--- src/rtl/core/kwlex_pkg.sv ---
`default_nettype none
// ----------------------------------------------------------------------------
// kwlex_pkg
// Shared types, token kinds and byte classes of the keyword token lexer.
// ----------------------------------------------------------------------------
package kwlex_pkg;

	// Default values for the top-level parameters.
	localparam int DEF_MAX_LEXEME  = 80;
	localparam int DEF_TAB_STOP    = 8;
	localparam int DEF_QUEUE_DEPTH = 2;

	localparam int POS_W   = 16;
	localparam int NUM_W   = 31;
	localparam int LEN_OUT = 7;

	localparam logic [POS_W-1:0] POS_MAX = '1;
	localparam logic [NUM_W-1:0] NUM_MAX = '1;

	// Token kinds.
	localparam logic [3:0] K_ID     = 4'd0;
	localparam logic [3:0] K_NUM    = 4'd1;
	localparam logic [3:0] K_IF     = 4'd2;
	localparam logic [3:0] K_INT    = 4'd3;
	localparam logic [3:0] K_FLOAT  = 4'd4;
	localparam logic [3:0] K_ELSE   = 4'd5;
	localparam logic [3:0] K_ASSIGN = 4'd6;
	localparam logic [3:0] K_EQ     = 4'd7;
	localparam logic [3:0] K_LPAR   = 4'd8;
	localparam logic [3:0] K_RPAR   = 4'd9;
	localparam logic [3:0] K_LBRACE = 4'd10;
	localparam logic [3:0] K_RBRACE = 4'd11;
	localparam logic [3:0] K_COMMA  = 4'd12;
	localparam logic [3:0] K_SCOLON = 4'd13;
	localparam logic [3:0] K_EOF    = 4'd14;
	localparam logic [3:0] K_ERROR  = 4'd15;

	// Byte classes assigned by the front end.
	localparam logic [3:0] CLS_NUL    = 4'd0;
	localparam logic [3:0] CLS_WS     = 4'd1;
	localparam logic [3:0] CLS_DIGIT  = 4'd2;
	localparam logic [3:0] CLS_LETTER = 4'd3;
	localparam logic [3:0] CLS_EQUAL  = 4'd4;
	localparam logic [3:0] CLS_SLASH  = 4'd5;
	localparam logic [3:0] CLS_STAR   = 4'd6;
	localparam logic [3:0] CLS_PUNCT  = 4'd7;
	localparam logic [3:0] CLS_OTHER  = 4'd8;

	// One classified byte with its source position before and after it.
	typedef struct packed {
		logic [7:0]       ch;
		logic [3:0]       cls;
		logic [3:0]       punct_kind;
		logic [POS_W-1:0] line_pre;
		logic [POS_W-1:0] col_pre;
		logic [POS_W-1:0] line_post;
		logic [POS_W-1:0] col_post;
	} kwlex_item_t;

	// One token as it leaves the block.
	typedef struct packed {
		logic [3:0]         kind;
		logic [NUM_W-1:0]   num_value;
		logic [LEN_OUT-1:0] lexeme_length;
		logic [7:0]         bad_char;
		logic [POS_W-1:0]   line_no;
		logic [POS_W-1:0]   column_no;
		logic               last;
	} kwlex_result_t;

	// Tokens handed together from the back end to the output queue.
	typedef struct packed {
		logic [1:0]    n;
		kwlex_result_t r0;
		kwlex_result_t r1;
	} kwlex_push_t;

endpackage
`default_nettype wire

--- src/rtl/core/keyword_token_lexer.sv ---
`default_nettype none
// ----------------------------------------------------------------------------
// keyword_token_lexer
// Streaming lexer: one source byte per item in, tokens out.
// ----------------------------------------------------------------------------
// The block takes one source byte per item (byte 0 marks end of input) and
// returns the tokens it completes: identifiers with their length, the
// keywords if, int, float and else, saturating decimal numbers, = and ==,
// punctuation, end of input and invalid-byte errors, each stamped with the
// line and column. A token that needs a following byte to end is stamped with
// the position before that byte; all others with the position after it. One
// byte causes zero, one or two tokens, and the last token of a byte has last
// set. The front end classifies each byte and tracks the position, a short
// queue decouples it from the back end, which runs the automaton and writes
// into a two-entry output queue. The block accepts one byte per cycle as long
// as each byte yields at most one token and the consumer takes them; a byte
// yielding two tokens hands them out one after the other on the single output
// port. With no older work queued, the byte completing a token is registered
// in the byte queue and the token in the output queue before the token is
// offered at the output.
// ----------------------------------------------------------------------------
module keyword_token_lexer import kwlex_pkg::*; #(
	parameter int MAX_LEXEME  = DEF_MAX_LEXEME,
	parameter int TAB_STOP    = DEF_TAB_STOP,
	parameter int QUEUE_DEPTH = DEF_QUEUE_DEPTH
) (
	input  wire logic                 clk,
	input  wire logic                 arst_n,
	input  wire logic                 in_valid,
	output logic                      in_ready,
	input  wire logic [7:0]           ch,
	output logic                      out_valid,
	input  wire logic                 out_ready,
	output logic [3:0]                kind,
	output logic [NUM_W-1:0]          num_value,
	output logic [LEN_OUT-1:0]        lexeme_length,
	output logic [7:0]                bad_char,
	output logic [POS_W-1:0]          line_no,
	output logic [POS_W-1:0]          column_no,
	output logic                      last
);

	kwlex_item_t   fe_item, be_item;
	kwlex_push_t   be_push;
	kwlex_result_t oq_head;
	logic          accept, be_valid, be_pop;
	logic [1:0]    oq_free;

	// A byte enters whenever the queue has room.
	assign accept = in_valid && in_ready;

	kwlex_front #(
		.TAB_STOP (TAB_STOP)
	) u_front (
		.clk    (clk),
		.arst_n (arst_n),
		.ch     (ch),
		.accept (accept),
		.item   (fe_item)
	);

	kwlex_fifo #(
		.DEPTH (QUEUE_DEPTH)
	) u_fifo (
		.clk       (clk),
		.arst_n    (arst_n),
		.push      (accept),
		.wr_item   (fe_item),
		.pop       (be_pop),
		.rd_item   (be_item),
		.not_empty (be_valid),
		.not_full  (in_ready)
	);

	// The back end consumes a byte only if all of its tokens fit.
	kwlex_back #(
		.MAX_LEXEME (MAX_LEXEME)
	) u_back (
		.clk        (clk),
		.arst_n     (arst_n),
		.item       (be_item),
		.item_valid (be_valid),
		.free       (oq_free),
		.pop        (be_pop),
		.push       (be_push)
	);

	kwlex_outq u_outq (
		.clk       (clk),
		.arst_n    (arst_n),
		.push      (be_push),
		.out_ready (out_ready),
		.out_valid (out_valid),
		.head      (oq_head),
		.free      (oq_free)
	);

	assign kind          = oq_head.kind;
	assign num_value     = oq_head.num_value;
	assign lexeme_length = oq_head.lexeme_length;
	assign bad_char      = oq_head.bad_char;
	assign line_no       = oq_head.line_no;
	assign column_no     = oq_head.column_no;
	assign last          = oq_head.last;

endmodule
`default_nettype wire

--- src/rtl/core/kwlex_front.sv ---
`default_nettype none
// ----------------------------------------------------------------------------
// kwlex_front
// Accepts source bytes, classifies them and tracks line and column.
// ----------------------------------------------------------------------------
module kwlex_front import kwlex_pkg::*; #(
	parameter int TAB_STOP = DEF_TAB_STOP
) (
	input  wire logic        clk,
	input  wire logic        arst_n,
	input  wire logic [7:0]  ch,
	input  wire logic        accept,
	output kwlex_item_t      item
);

	localparam int PH_W = (TAB_STOP > 1) ? $clog2(TAB_STOP) : 1;
	localparam logic [PH_W-1:0] PH_LAST = PH_W'(TAB_STOP - 1);
	localparam logic [PH_W-1:0] PH_SAT  = PH_W'(65535 % TAB_STOP);

	logic [POS_W-1:0] line_q, col_q, line_n, col_n;
	// Column modulo the tab stop, kept alongside the column.
	logic [PH_W-1:0]  phase_q, phase_n;
	logic [POS_W:0]   tab_col;

	always_comb begin
		line_n  = line_q;
		col_n   = col_q;
		phase_n = phase_q;
		tab_col = {1'b0, col_q} + (POS_W+1)'(TAB_STOP) - (POS_W+1)'(phase_q);
		if (ch == 8'h0a) begin
			if (line_q != POS_MAX) line_n = line_q + 1'b1;
			col_n   = '0;
			phase_n = '0;
		end else if (ch == 8'h09) begin
			if (tab_col[POS_W]) begin
				col_n   = POS_MAX;
				phase_n = PH_SAT;
			end else begin
				col_n   = tab_col[POS_W-1:0];
				phase_n = '0;
			end
		end else if (col_q != POS_MAX) begin
			col_n   = col_q + 1'b1;
			phase_n = (phase_q == PH_LAST) ? '0 : phase_q + 1'b1;
		end
	end

	always_ff @(posedge clk or negedge arst_n) begin
		if (!arst_n) begin
			line_q  <= POS_W'(1);
			col_q   <= '0;
			phase_q <= '0;
		end else if (accept) begin
			line_q  <= line_n;
			col_q   <= col_n;
			phase_q <= phase_n;
		end
	end

	always_comb begin
		item.ch         = ch;
		item.line_pre   = line_q;
		item.col_pre    = col_q;
		item.line_post  = line_n;
		item.col_post   = col_n;
		item.punct_kind = K_ERROR;
		if (ch == 8'h00) begin
			item.cls = CLS_NUL;
		end else if (ch == " " || ch == 8'h09 || ch == 8'h0a) begin
			item.cls = CLS_WS;
		end else if (ch >= "0" && ch <= "9") begin
			item.cls = CLS_DIGIT;
		end else if ((ch >= "a" && ch <= "z") || (ch >= "A" && ch <= "Z")) begin
			item.cls = CLS_LETTER;
		end else if (ch == "=") begin
			item.cls = CLS_EQUAL;
		end else if (ch == "/") begin
			item.cls = CLS_SLASH;
		end else if (ch == "*") begin
			item.cls = CLS_STAR;
		end else begin
			item.cls = CLS_PUNCT;
			case (ch)
				"(":     item.punct_kind = K_LPAR;
				")":     item.punct_kind = K_RPAR;
				"{":     item.punct_kind = K_LBRACE;
				"}":     item.punct_kind = K_RBRACE;
				",":     item.punct_kind = K_COMMA;
				";":     item.punct_kind = K_SCOLON;
				default: item.cls = CLS_OTHER;
			endcase
		end
	end

endmodule
`default_nettype wire

--- src/rtl/core/kwlex_fifo.sv ---
`default_nettype none
// ----------------------------------------------------------------------------
// kwlex_fifo
// Short queue of classified bytes between the front end and the back end.
// ----------------------------------------------------------------------------
module kwlex_fifo import kwlex_pkg::*; #(
	parameter int DEPTH = DEF_QUEUE_DEPTH
) (
	input  wire logic  clk,
	input  wire logic  arst_n,
	input  wire logic  push,
	input  wire kwlex_item_t wr_item,
	input  wire logic  pop,
	output kwlex_item_t rd_item,
	output logic       not_empty,
	output logic       not_full
);

	localparam int PTR_W = (DEPTH > 1) ? $clog2(DEPTH) : 1;
	localparam int CNT_W = $clog2(DEPTH + 1);
	localparam logic [PTR_W-1:0] PTR_LAST = PTR_W'(DEPTH - 1);

	kwlex_item_t      store_q [DEPTH];
	logic [PTR_W-1:0] wr_ptr_q, rd_ptr_q;
	logic [CNT_W-1:0] cnt_q;

	assign not_empty = (cnt_q != '0);
	assign not_full  = (cnt_q != CNT_W'(DEPTH));
	assign rd_item   = store_q[rd_ptr_q];

	always_ff @(posedge clk) begin
		if (push) store_q[wr_ptr_q] <= wr_item;
	end

	always_ff @(posedge clk or negedge arst_n) begin
		if (!arst_n) begin
			wr_ptr_q <= '0;
			rd_ptr_q <= '0;
			cnt_q    <= '0;
		end else begin
			if (push) wr_ptr_q <= (wr_ptr_q == PTR_LAST) ? '0 : wr_ptr_q + 1'b1;
			if (pop)  rd_ptr_q <= (rd_ptr_q == PTR_LAST) ? '0 : rd_ptr_q + 1'b1;
			if (push && !pop) begin
				cnt_q <= cnt_q + 1'b1;
			end else if (pop && !push) begin
				cnt_q <= cnt_q - 1'b1;
			end
		end
	end

endmodule
`default_nettype wire

--- src/rtl/core/kwlex_back.sv ---
`default_nettype none
// ----------------------------------------------------------------------------
// kwlex_back
// Lexer automaton: consumes classified bytes and produces up to two tokens.
// ----------------------------------------------------------------------------
module kwlex_back import kwlex_pkg::*; #(
	parameter int MAX_LEXEME = DEF_MAX_LEXEME
) (
	input  wire logic  clk,
	input  wire logic  arst_n,
	input  wire kwlex_item_t item,
	input  wire logic  item_valid,
	input  wire logic [1:0] free,
	output logic       pop,
	output kwlex_push_t push
);

	localparam int LEN_W = ($clog2(MAX_LEXEME) > LEN_OUT) ? $clog2(MAX_LEXEME) : LEN_OUT;
	localparam logic [LEN_W-1:0] LEN_SAT = LEN_W'(MAX_LEXEME - 1);

	localparam logic [4:0] S_START   = 5'd0;
	localparam logic [4:0] S_ID      = 5'd1;
	localparam logic [4:0] S_NUM     = 5'd2;
	localparam logic [4:0] S_I       = 5'd3;
	localparam logic [4:0] S_IF      = 5'd4;
	localparam logic [4:0] S_IN      = 5'd5;
	localparam logic [4:0] S_INT     = 5'd6;
	localparam logic [4:0] S_F       = 5'd7;
	localparam logic [4:0] S_FL      = 5'd8;
	localparam logic [4:0] S_FLO     = 5'd9;
	localparam logic [4:0] S_FLOA    = 5'd10;
	localparam logic [4:0] S_FLOAT   = 5'd11;
	localparam logic [4:0] S_E       = 5'd12;
	localparam logic [4:0] S_EL      = 5'd13;
	localparam logic [4:0] S_ELS     = 5'd14;
	localparam logic [4:0] S_ELSE    = 5'd15;
	localparam logic [4:0] S_ASSIGN  = 5'd16;
	localparam logic [4:0] S_SLASH   = 5'd17;
	localparam logic [4:0] S_COMMENT = 5'd18;
	localparam logic [4:0] S_CSTAR   = 5'd19;

	function automatic logic [4:0] word_next(input logic [4:0] s, input logic [7:0] c);
		logic [4:0] r;
		r = S_ID;
		unique case (s)
			S_I:     r = (c == "f") ? S_IF : ((c == "n") ? S_IN : S_ID);
			S_IN:    r = (c == "t") ? S_INT : S_ID;
			S_F:     r = (c == "l") ? S_FL : S_ID;
			S_FL:    r = (c == "o") ? S_FLO : S_ID;
			S_FLO:   r = (c == "a") ? S_FLOA : S_ID;
			S_FLOA:  r = (c == "t") ? S_FLOAT : S_ID;
			S_E:     r = (c == "l") ? S_EL : S_ID;
			S_EL:    r = (c == "s") ? S_ELS : S_ID;
			S_ELS:   r = (c == "e") ? S_ELSE : S_ID;
			default: r = S_ID;
		endcase
		return r;
	endfunction

	function automatic logic [3:0] word_kind(input logic [4:0] s);
		logic [3:0] k;
		k = K_ID;
		unique case (s)
			S_IF:    k = K_IF;
			S_INT:   k = K_INT;
			S_FLOAT: k = K_FLOAT;
			S_ELSE:  k = K_ELSE;
			default: k = K_ID;
		endcase
		return k;
	endfunction

	function automatic kwlex_result_t mk(
		input logic [3:0]         kind,
		input logic [NUM_W-1:0]   val,
		input logic [LEN_OUT-1:0] len,
		input logic [7:0]         bad,
		input logic [POS_W-1:0]   line,
		input logic [POS_W-1:0]   col
	);
		kwlex_result_t r;
		r.kind          = kind;
		r.num_value     = val;
		r.lexeme_length = len;
		r.bad_char      = bad;
		r.line_no       = line;
		r.column_no     = col;
		r.last          = 1'b0;
		return r;
	endfunction

	logic [4:0]       state_q, state_n;
	logic [NUM_W-1:0] acc_q, acc_n;
	logic [LEN_W-1:0] len_q, len_n;
	logic [NUM_W+3:0] acc_x10;
	logic [1:0]       n;
	logic             fresh, emit_f;
	kwlex_result_t    r0, r1, e;

	always_comb begin
		state_n = state_q;
		acc_n   = acc_q;
		len_n   = len_q;
		n       = 2'd0;
		r0      = '0;
		r1      = '0;
		e       = '0;
		fresh   = 1'b0;
		emit_f  = 1'b0;
		acc_x10 = ({4'b0, acc_q} << 3) + ({4'b0, acc_q} << 1) + (NUM_W+4)'(item.ch[3:0]);

		unique case (state_q) inside
			S_ID, S_I, S_IF, S_IN, S_INT, S_F, S_FL, S_FLO, S_FLOA, S_FLOAT,
			S_E, S_EL, S_ELS, S_ELSE: begin
				if (item.cls == CLS_LETTER || item.cls == CLS_DIGIT) begin
					state_n = word_next(state_q, item.ch);
					if (len_q < LEN_SAT) len_n = len_q + 1'b1;
				end else begin
					r0    = mk(word_kind(state_q), '0, len_q[LEN_OUT-1:0], 8'h00,
						item.line_pre, item.col_pre);
					n     = 2'd1;
					fresh = 1'b1;
				end
			end
			S_NUM: begin
				if (item.cls == CLS_DIGIT) begin
					acc_n = (acc_x10 > (NUM_W+4)'(NUM_MAX)) ? NUM_MAX : acc_x10[NUM_W-1:0];
				end else begin
					r0    = mk(K_NUM, acc_q, '0, 8'h00, item.line_pre, item.col_pre);
					n     = 2'd1;
					fresh = 1'b1;
				end
			end
			S_ASSIGN: begin
				if (item.cls == CLS_EQUAL) begin
					r0      = mk(K_EQ, '0, '0, 8'h00, item.line_post, item.col_post);
					n       = 2'd1;
					state_n = S_START;
				end else begin
					r0    = mk(K_ASSIGN, '0, '0, 8'h00, item.line_pre, item.col_pre);
					n     = 2'd1;
					fresh = 1'b1;
				end
			end
			S_SLASH: begin
				if (item.cls == CLS_STAR) begin
					state_n = S_COMMENT;
				end else begin
					r0    = mk(K_ERROR, '0, '0, "/", item.line_pre, item.col_pre);
					n     = 2'd1;
					fresh = 1'b1;
				end
			end
			S_COMMENT, S_CSTAR: begin
				if (item.cls == CLS_NUL) begin
					r0      = mk(K_EOF, '0, '0, 8'h00, item.line_post, item.col_post);
					n       = 2'd1;
					state_n = S_START;
				end else if (item.cls == CLS_STAR) begin
					state_n = S_CSTAR;
				end else if (state_q == S_CSTAR && item.cls == CLS_SLASH) begin
					state_n = S_START;
				end else begin
					state_n = S_COMMENT;
				end
			end
			default: fresh = 1'b1;
		endcase

		// The byte is handled from the start state.
		if (fresh) begin
			state_n = S_START;
			case (item.cls)
				CLS_NUL: begin
					e      = mk(K_EOF, '0, '0, 8'h00, item.line_post, item.col_post);
					emit_f = 1'b1;
				end
				CLS_WS: ;
				CLS_DIGIT: begin
					acc_n   = NUM_W'(item.ch[3:0]);
					state_n = S_NUM;
				end
				CLS_LETTER: begin
					len_n   = LEN_W'(1);
					state_n = (item.ch == "i") ? S_I :
						((item.ch == "f") ? S_F : ((item.ch == "e") ? S_E : S_ID));
				end
				CLS_EQUAL: state_n = S_ASSIGN;
				CLS_SLASH: state_n = S_SLASH;
				CLS_PUNCT: begin
					e      = mk(item.punct_kind, '0, '0, 8'h00, item.line_post, item.col_post);
					emit_f = 1'b1;
				end
				default: begin
					e      = mk(K_ERROR, '0, '0, item.ch, item.line_post, item.col_post);
					emit_f = 1'b1;
				end
			endcase
			if (emit_f) begin
				if (n == 2'd0) begin
					r0 = e;
				end else begin
					r1 = e;
				end
				n = n + 2'd1;
			end
		end

		if (n == 2'd1) r0.last = 1'b1;
		if (n == 2'd2) r1.last = 1'b1;
	end

	assign pop    = item_valid && (n <= free);
	assign push.n = pop ? n : 2'd0;
	assign push.r0 = r0;
	assign push.r1 = r1;

	always_ff @(posedge clk or negedge arst_n) begin
		if (!arst_n) begin
			state_q <= S_START;
			acc_q   <= '0;
			len_q   <= '0;
		end else if (pop) begin
			state_q <= state_n;
			acc_q   <= acc_n;
			len_q   <= len_n;
		end
	end

endmodule
`default_nettype wire

--- src/rtl/core/kwlex_outq.sv ---
`default_nettype none
// ----------------------------------------------------------------------------
// kwlex_outq
// Two-entry output queue that takes up to two tokens and hands out one.
// ----------------------------------------------------------------------------
module kwlex_outq import kwlex_pkg::*; (
	input  wire logic  clk,
	input  wire logic  arst_n,
	input  wire kwlex_push_t push,
	input  wire logic  out_ready,
	output logic       out_valid,
	output kwlex_result_t head,
	output logic [1:0] free
);

	kwlex_result_t e0_q, e1_q, nx0, nx1;
	logic [1:0]    cnt_q, rc;
	logic          pop;

	assign out_valid = (cnt_q != 2'd0);
	assign pop       = out_valid && out_ready;
	assign head      = e0_q;
	assign free      = 2'd2 - cnt_q + {1'b0, pop};

	always_comb begin
		rc  = cnt_q - {1'b0, pop};
		nx0 = pop ? e1_q : e0_q;
		nx1 = e1_q;
		if (push.n != 2'd0) begin
			if (rc == 2'd0) begin
				nx0 = push.r0;
				nx1 = push.r1;
			end else begin
				nx1 = push.r0;
			end
		end
	end

	always_ff @(posedge clk) begin
		e0_q <= nx0;
		e1_q <= nx1;
	end

	always_ff @(posedge clk or negedge arst_n) begin
		if (!arst_n) begin
			cnt_q <= 2'd0;
		end else begin
			cnt_q <= rc + push.n;
		end
	end

endmodule
`default_nettype wire
--- config.mk ---
export PLATFORM = sky130hd
export DESIGN_NAME = keyword_token_lexer
export DESIGN_NICKNAME = d
export VERILOG_FILES = /design/src/rtl/core/kwlex_pkg.sv /design/src/rtl/core/keyword_token_lexer.sv /design/src/rtl/core/kwlex_front.sv /design/src/rtl/core/kwlex_fifo.sv /design/src/rtl/core/kwlex_back.sv /design/src/rtl/core/kwlex_outq.sv
export SDC_FILE = /design/constraint.sdc
export NUM_CORES = 1
export LEC_CHECK = 0
export ABC_AREA = 1
export CORE_MARGIN = 2
export CORE_UTILIZATION = 45
export CTS_BUF_LIST = sky130_fd_sc_hd__clkbuf_4 sky130_fd_sc_hd__clkbuf_8
export CTS_CLUSTER_DIAMETER = 200
export DETAILED_ROUTE_END_ITERATION = 8
export DONT_BUFFER_PORTS = 1
export PLACE_DENSITY = 0.68
export SETUP_SLACK_MARGIN = 0.2
export SKIP_LAST_GASP = 1
export SYNTH_ARGS = -nofsm -noshare
export SYNTH_HDL_FRONTEND = slang
export SYNTH_SLANG_ARGS = --single-unit
export TNS_END_PERCENT = 50
--- constraint.sdc ---
create_clock -name clk -period 7.2 [get_ports clk]
set_clock_uncertainty 0.05 [all_clocks]
set_input_delay 1.08 -clock clk [delete_from_list [all_inputs] [get_ports clk]]
set_output_delay 1.08 -clock clk [all_outputs]
set_load 0.01 [all_outputs]
==> impl_metrics.json <==
{
  "status": "finished, final reports clean",
  "yosysMostFrequentCell": "nand2_1",
  "crit_path_max_fanout": 90,
  "fill_cells": 4745,
  "critical_path_class": "reg2reg",
  "fp.dieW_um": 230,
  "drv_slew": 0,
  "layout.nets": 2986,
  "pre_cts_ws_ns": 1.48,
  "ys_ff_latch": 408,
  "synth_edf_count": 241,
  "setup_viol": 0,
  "cp_common_cell": "nand2_1",
  "drt-vias-per-instance": 5.29,
  "area_growth_pct": 8.69,
  "fin_hold_ws_ns": 0.0947,
  "grt_max_degree": 91,
  "worstSetupEndpointType": "flop",
  "gp_congestion": 0.962,
  "drt-initial-drc-count": 1512,
  "r2r_start": "u_fifo.rd_ptr_q",
  "synthTopCellsByCount": "nand2_1 (1,003), nor2_1 (358), edfxtp_1 (241)",
  "synth_top_area_share_pct": 31.4,
  "synth_warnings": 0,
  "synth_cells": 2884,
  "period_share_pct": 80.2,
  "synthTopCellsByArea": "edfxtp_1 (31%), nand2_1 (16%), dfrtp_1 (9.0%), dfxtp_1 (7.2%), nor2_1 (5.8%)",
  "clk_latency_ns": 0.65,
  "die_y_um": 230,
  "cts_buffers": 71,
  "max_freq_mhz": 173,
  "tightest_slew_ns": 1.02,
  "seq_area_frac_synth_pct": 47.7,
  "synth_ff_type": "edfxtp_1",
  "grt_pass1_vias": 18307,
  "clock_path_buffers": 3,
  "cp_slowest_cell": "dfrtp_2",
  "rows": 82,
  "cp.arrival_ns": 6.29,
  "cts-root-buf": "clkbuf_8",
  "hold_violations": 0,
  "stdcell_count": 3600,
  "required_ns": 7.71,
  "syn_area_um2": 23100,
  "drt-wirelength-per-cell_um": 16.6,
  "antenna_found_initial": 1,
  "dp.cells": 3468,
  "rsz0062_at_grt": "no",
  "cts_tree": "yes",
  "io_pins": 97,
  "drive_above_1_share_pct": 9.05,
  "grt_usage_pct": 22.6,
  "port_buffers": 0,
  "postSynthAreaPerCell_um2": 8.00,
  "crit_chain": "o21ai_1 -> nor2_4 -> nand2_2 -> nand2_2 -> inv_2 -> nor3_2 -> nand2_1 -> ha_1 -> nand2_1 -> nand2_1 -> inv_1 -> ha_1 -> nand2_1 -> a22oi_1 -> buf_4 -> nand2_2 -> nand2_4 -> nand2_8 -> buf_4 -> nand2_1 -> o21ai_2",
  "vias": 19051,
  "numClockSinks": 408,
  "core_um2": 50400,
  "synth_top_cell_by_area": "edfxtp_1",
  "initial_core_util_pct": 45.8,
  "period_minus_slack_ns": 5.77,
  "grt_overflow_total": 0,
  "fin_tns_setup_ns": 0,
  "h-tree-depth": 3,
  "cts_resized": 0,
  "cpPeakStageDelay_ns": 0.84,
  "drt-total-wl_um": 59600,
  "cts_hold_buf": 0,
  "cp-startpoint": "u_fifo.rd_ptr_q",
  "antenna_left": 0,
  "hpwl_um": 40100,
  "critPathLaunchType": "flop",
  "postCtsSetupRepairBufs": 0,
  "die-area_um2": 53100,
  "synth_fp_nets": 3001,
  "min_path_type": "in2async",
  "cts.clk_slew.worst_paths_ns": 0.06,
  "setup_slack_ns": 1.43,
  "async_flop_share_pct": 20.6,
  "maxSlewHeadroom_pct": 31.9,
  "drtPass1Iterations": 7,
  "maxCapViolCount": 0,
  "drc": 0,
  "grt_pass1_wl_um": 96200,
  "synth.distinct_cells": 51
}
## cell families (layout without fill, tap and decap cells)
| logic type | Yosys count | after routing | synth area share [%] |
|---|---|---|---|
| muxes | 6 | 6 | 0.260 |
| buffers and inverters | 337 | 380 | 6.18 |
| AOI/OAI and AO/OA | 369 | 369 | 9.66 |
| xor gates and xnor gates | 57 | 57 | 2.16 |
| DFF | 408 | 408 | 47.7 |
| other | 0 | 1 | 0 |
| and+or+nand+nor | 1602 | 1602 | 28.3 |
| adders and majority gates | 105 | 105 | 5.79 |
## placed cells by master (no fill, tap or decap), drive strengths merged, types with 6 or more instances in the layout
cell type,count
a22oi,32
o22ai,6
edfxtp,241
o21bai,11
dfrtp,83
nand2,1032
nor4,7
clkbuf,109
xnor2,25
mux2i,6
a21oi,110
ha,102
o211ai,6
dfxtp,83
clkinv,16
a31oi,7
nand3,114
nand4,34
buf,23
or2,6
o21ai,183
nand3b,11
xor2,32
a21boi,7
inv,225
nor3,26
nor2,364
## critical path, delay by kind of cell, from the launching register on
family / cells / cell delay (ns)
simple gates: 12 / 2.55
flops: 1 / 0.84
fa+ha+maj: 2 / 0.62
buf+inv: 4 / 1.04
compound gates: 3 / 0.49
## sequential cells by signal, indices dropped and copies added, names as in the netlist, named ones only
name             cells
u_outq.cnt_q         2
u_fifo.wr_ptr_q      1
u_fifo.rd_ptr_q      1
u_front.col_q       16
u_front.phase_q      3
u_outq.e1_q         83
u_outq.head         83
u_front.line_q      16
u_back.len_q         7
u_fifo.cnt_q         2
u_back.state_q       5
u_fifo.store_q     158
## routing by layer
metal | up-vias | GRT usage (%) | wire, um
li1 | 9422 | - | -
met1 | 9047 | 29.9 | 26900
met2 | 506 | 37.8 | 28200
met5 | - | 0 | 0
met3 | 76 | 3.71 | 3320
met4 | 0 | 7.48 | 1190
## metrics by stage
| step | instance area (um^2) | util, % |
|---|---|---|
| finish | 25100 | 49.8 |
| global route | 25100 | 49.8 |
| CTS | 25100 | 49.8 |
| detailed placement | 23600 | 46.8 |
| global placement | 23600 | 46.8 |
| floorplan | 23100 | - |
## layout make-up
class	count	area, um^2	area share (%)
Clock buffer	109	1330	5.31
Clock inverter	22	185	0.738
Timing Repair Buffer	23	173	0.689
Tap cell	672	841	3.35
Antenna cell	1	2.50	0.00998
Multi-Input combinational cell	2139	10700	42.6
Inverter	226	848	3.38
Sequential cell	408	11000	43.9
## path summary, 6_finish.rpt
check	end	slack, ns	cells past startpoint
max	u_outq.head[23]	1.43	21
min	async pin	0.09	0
max reg2reg	u_outq.head[23]	1.43	21
min reg2reg	u_fifo.cnt_q[0]	0.42	1
max in group asynchronous	u_front.line_q[0]	6.74	0
min in group clk	u_fifo.cnt_q[0]	0.42	1
Power is not shown: default switching activity piles up to over one toggle a cycle in this logic, so the estimate is an artifact.
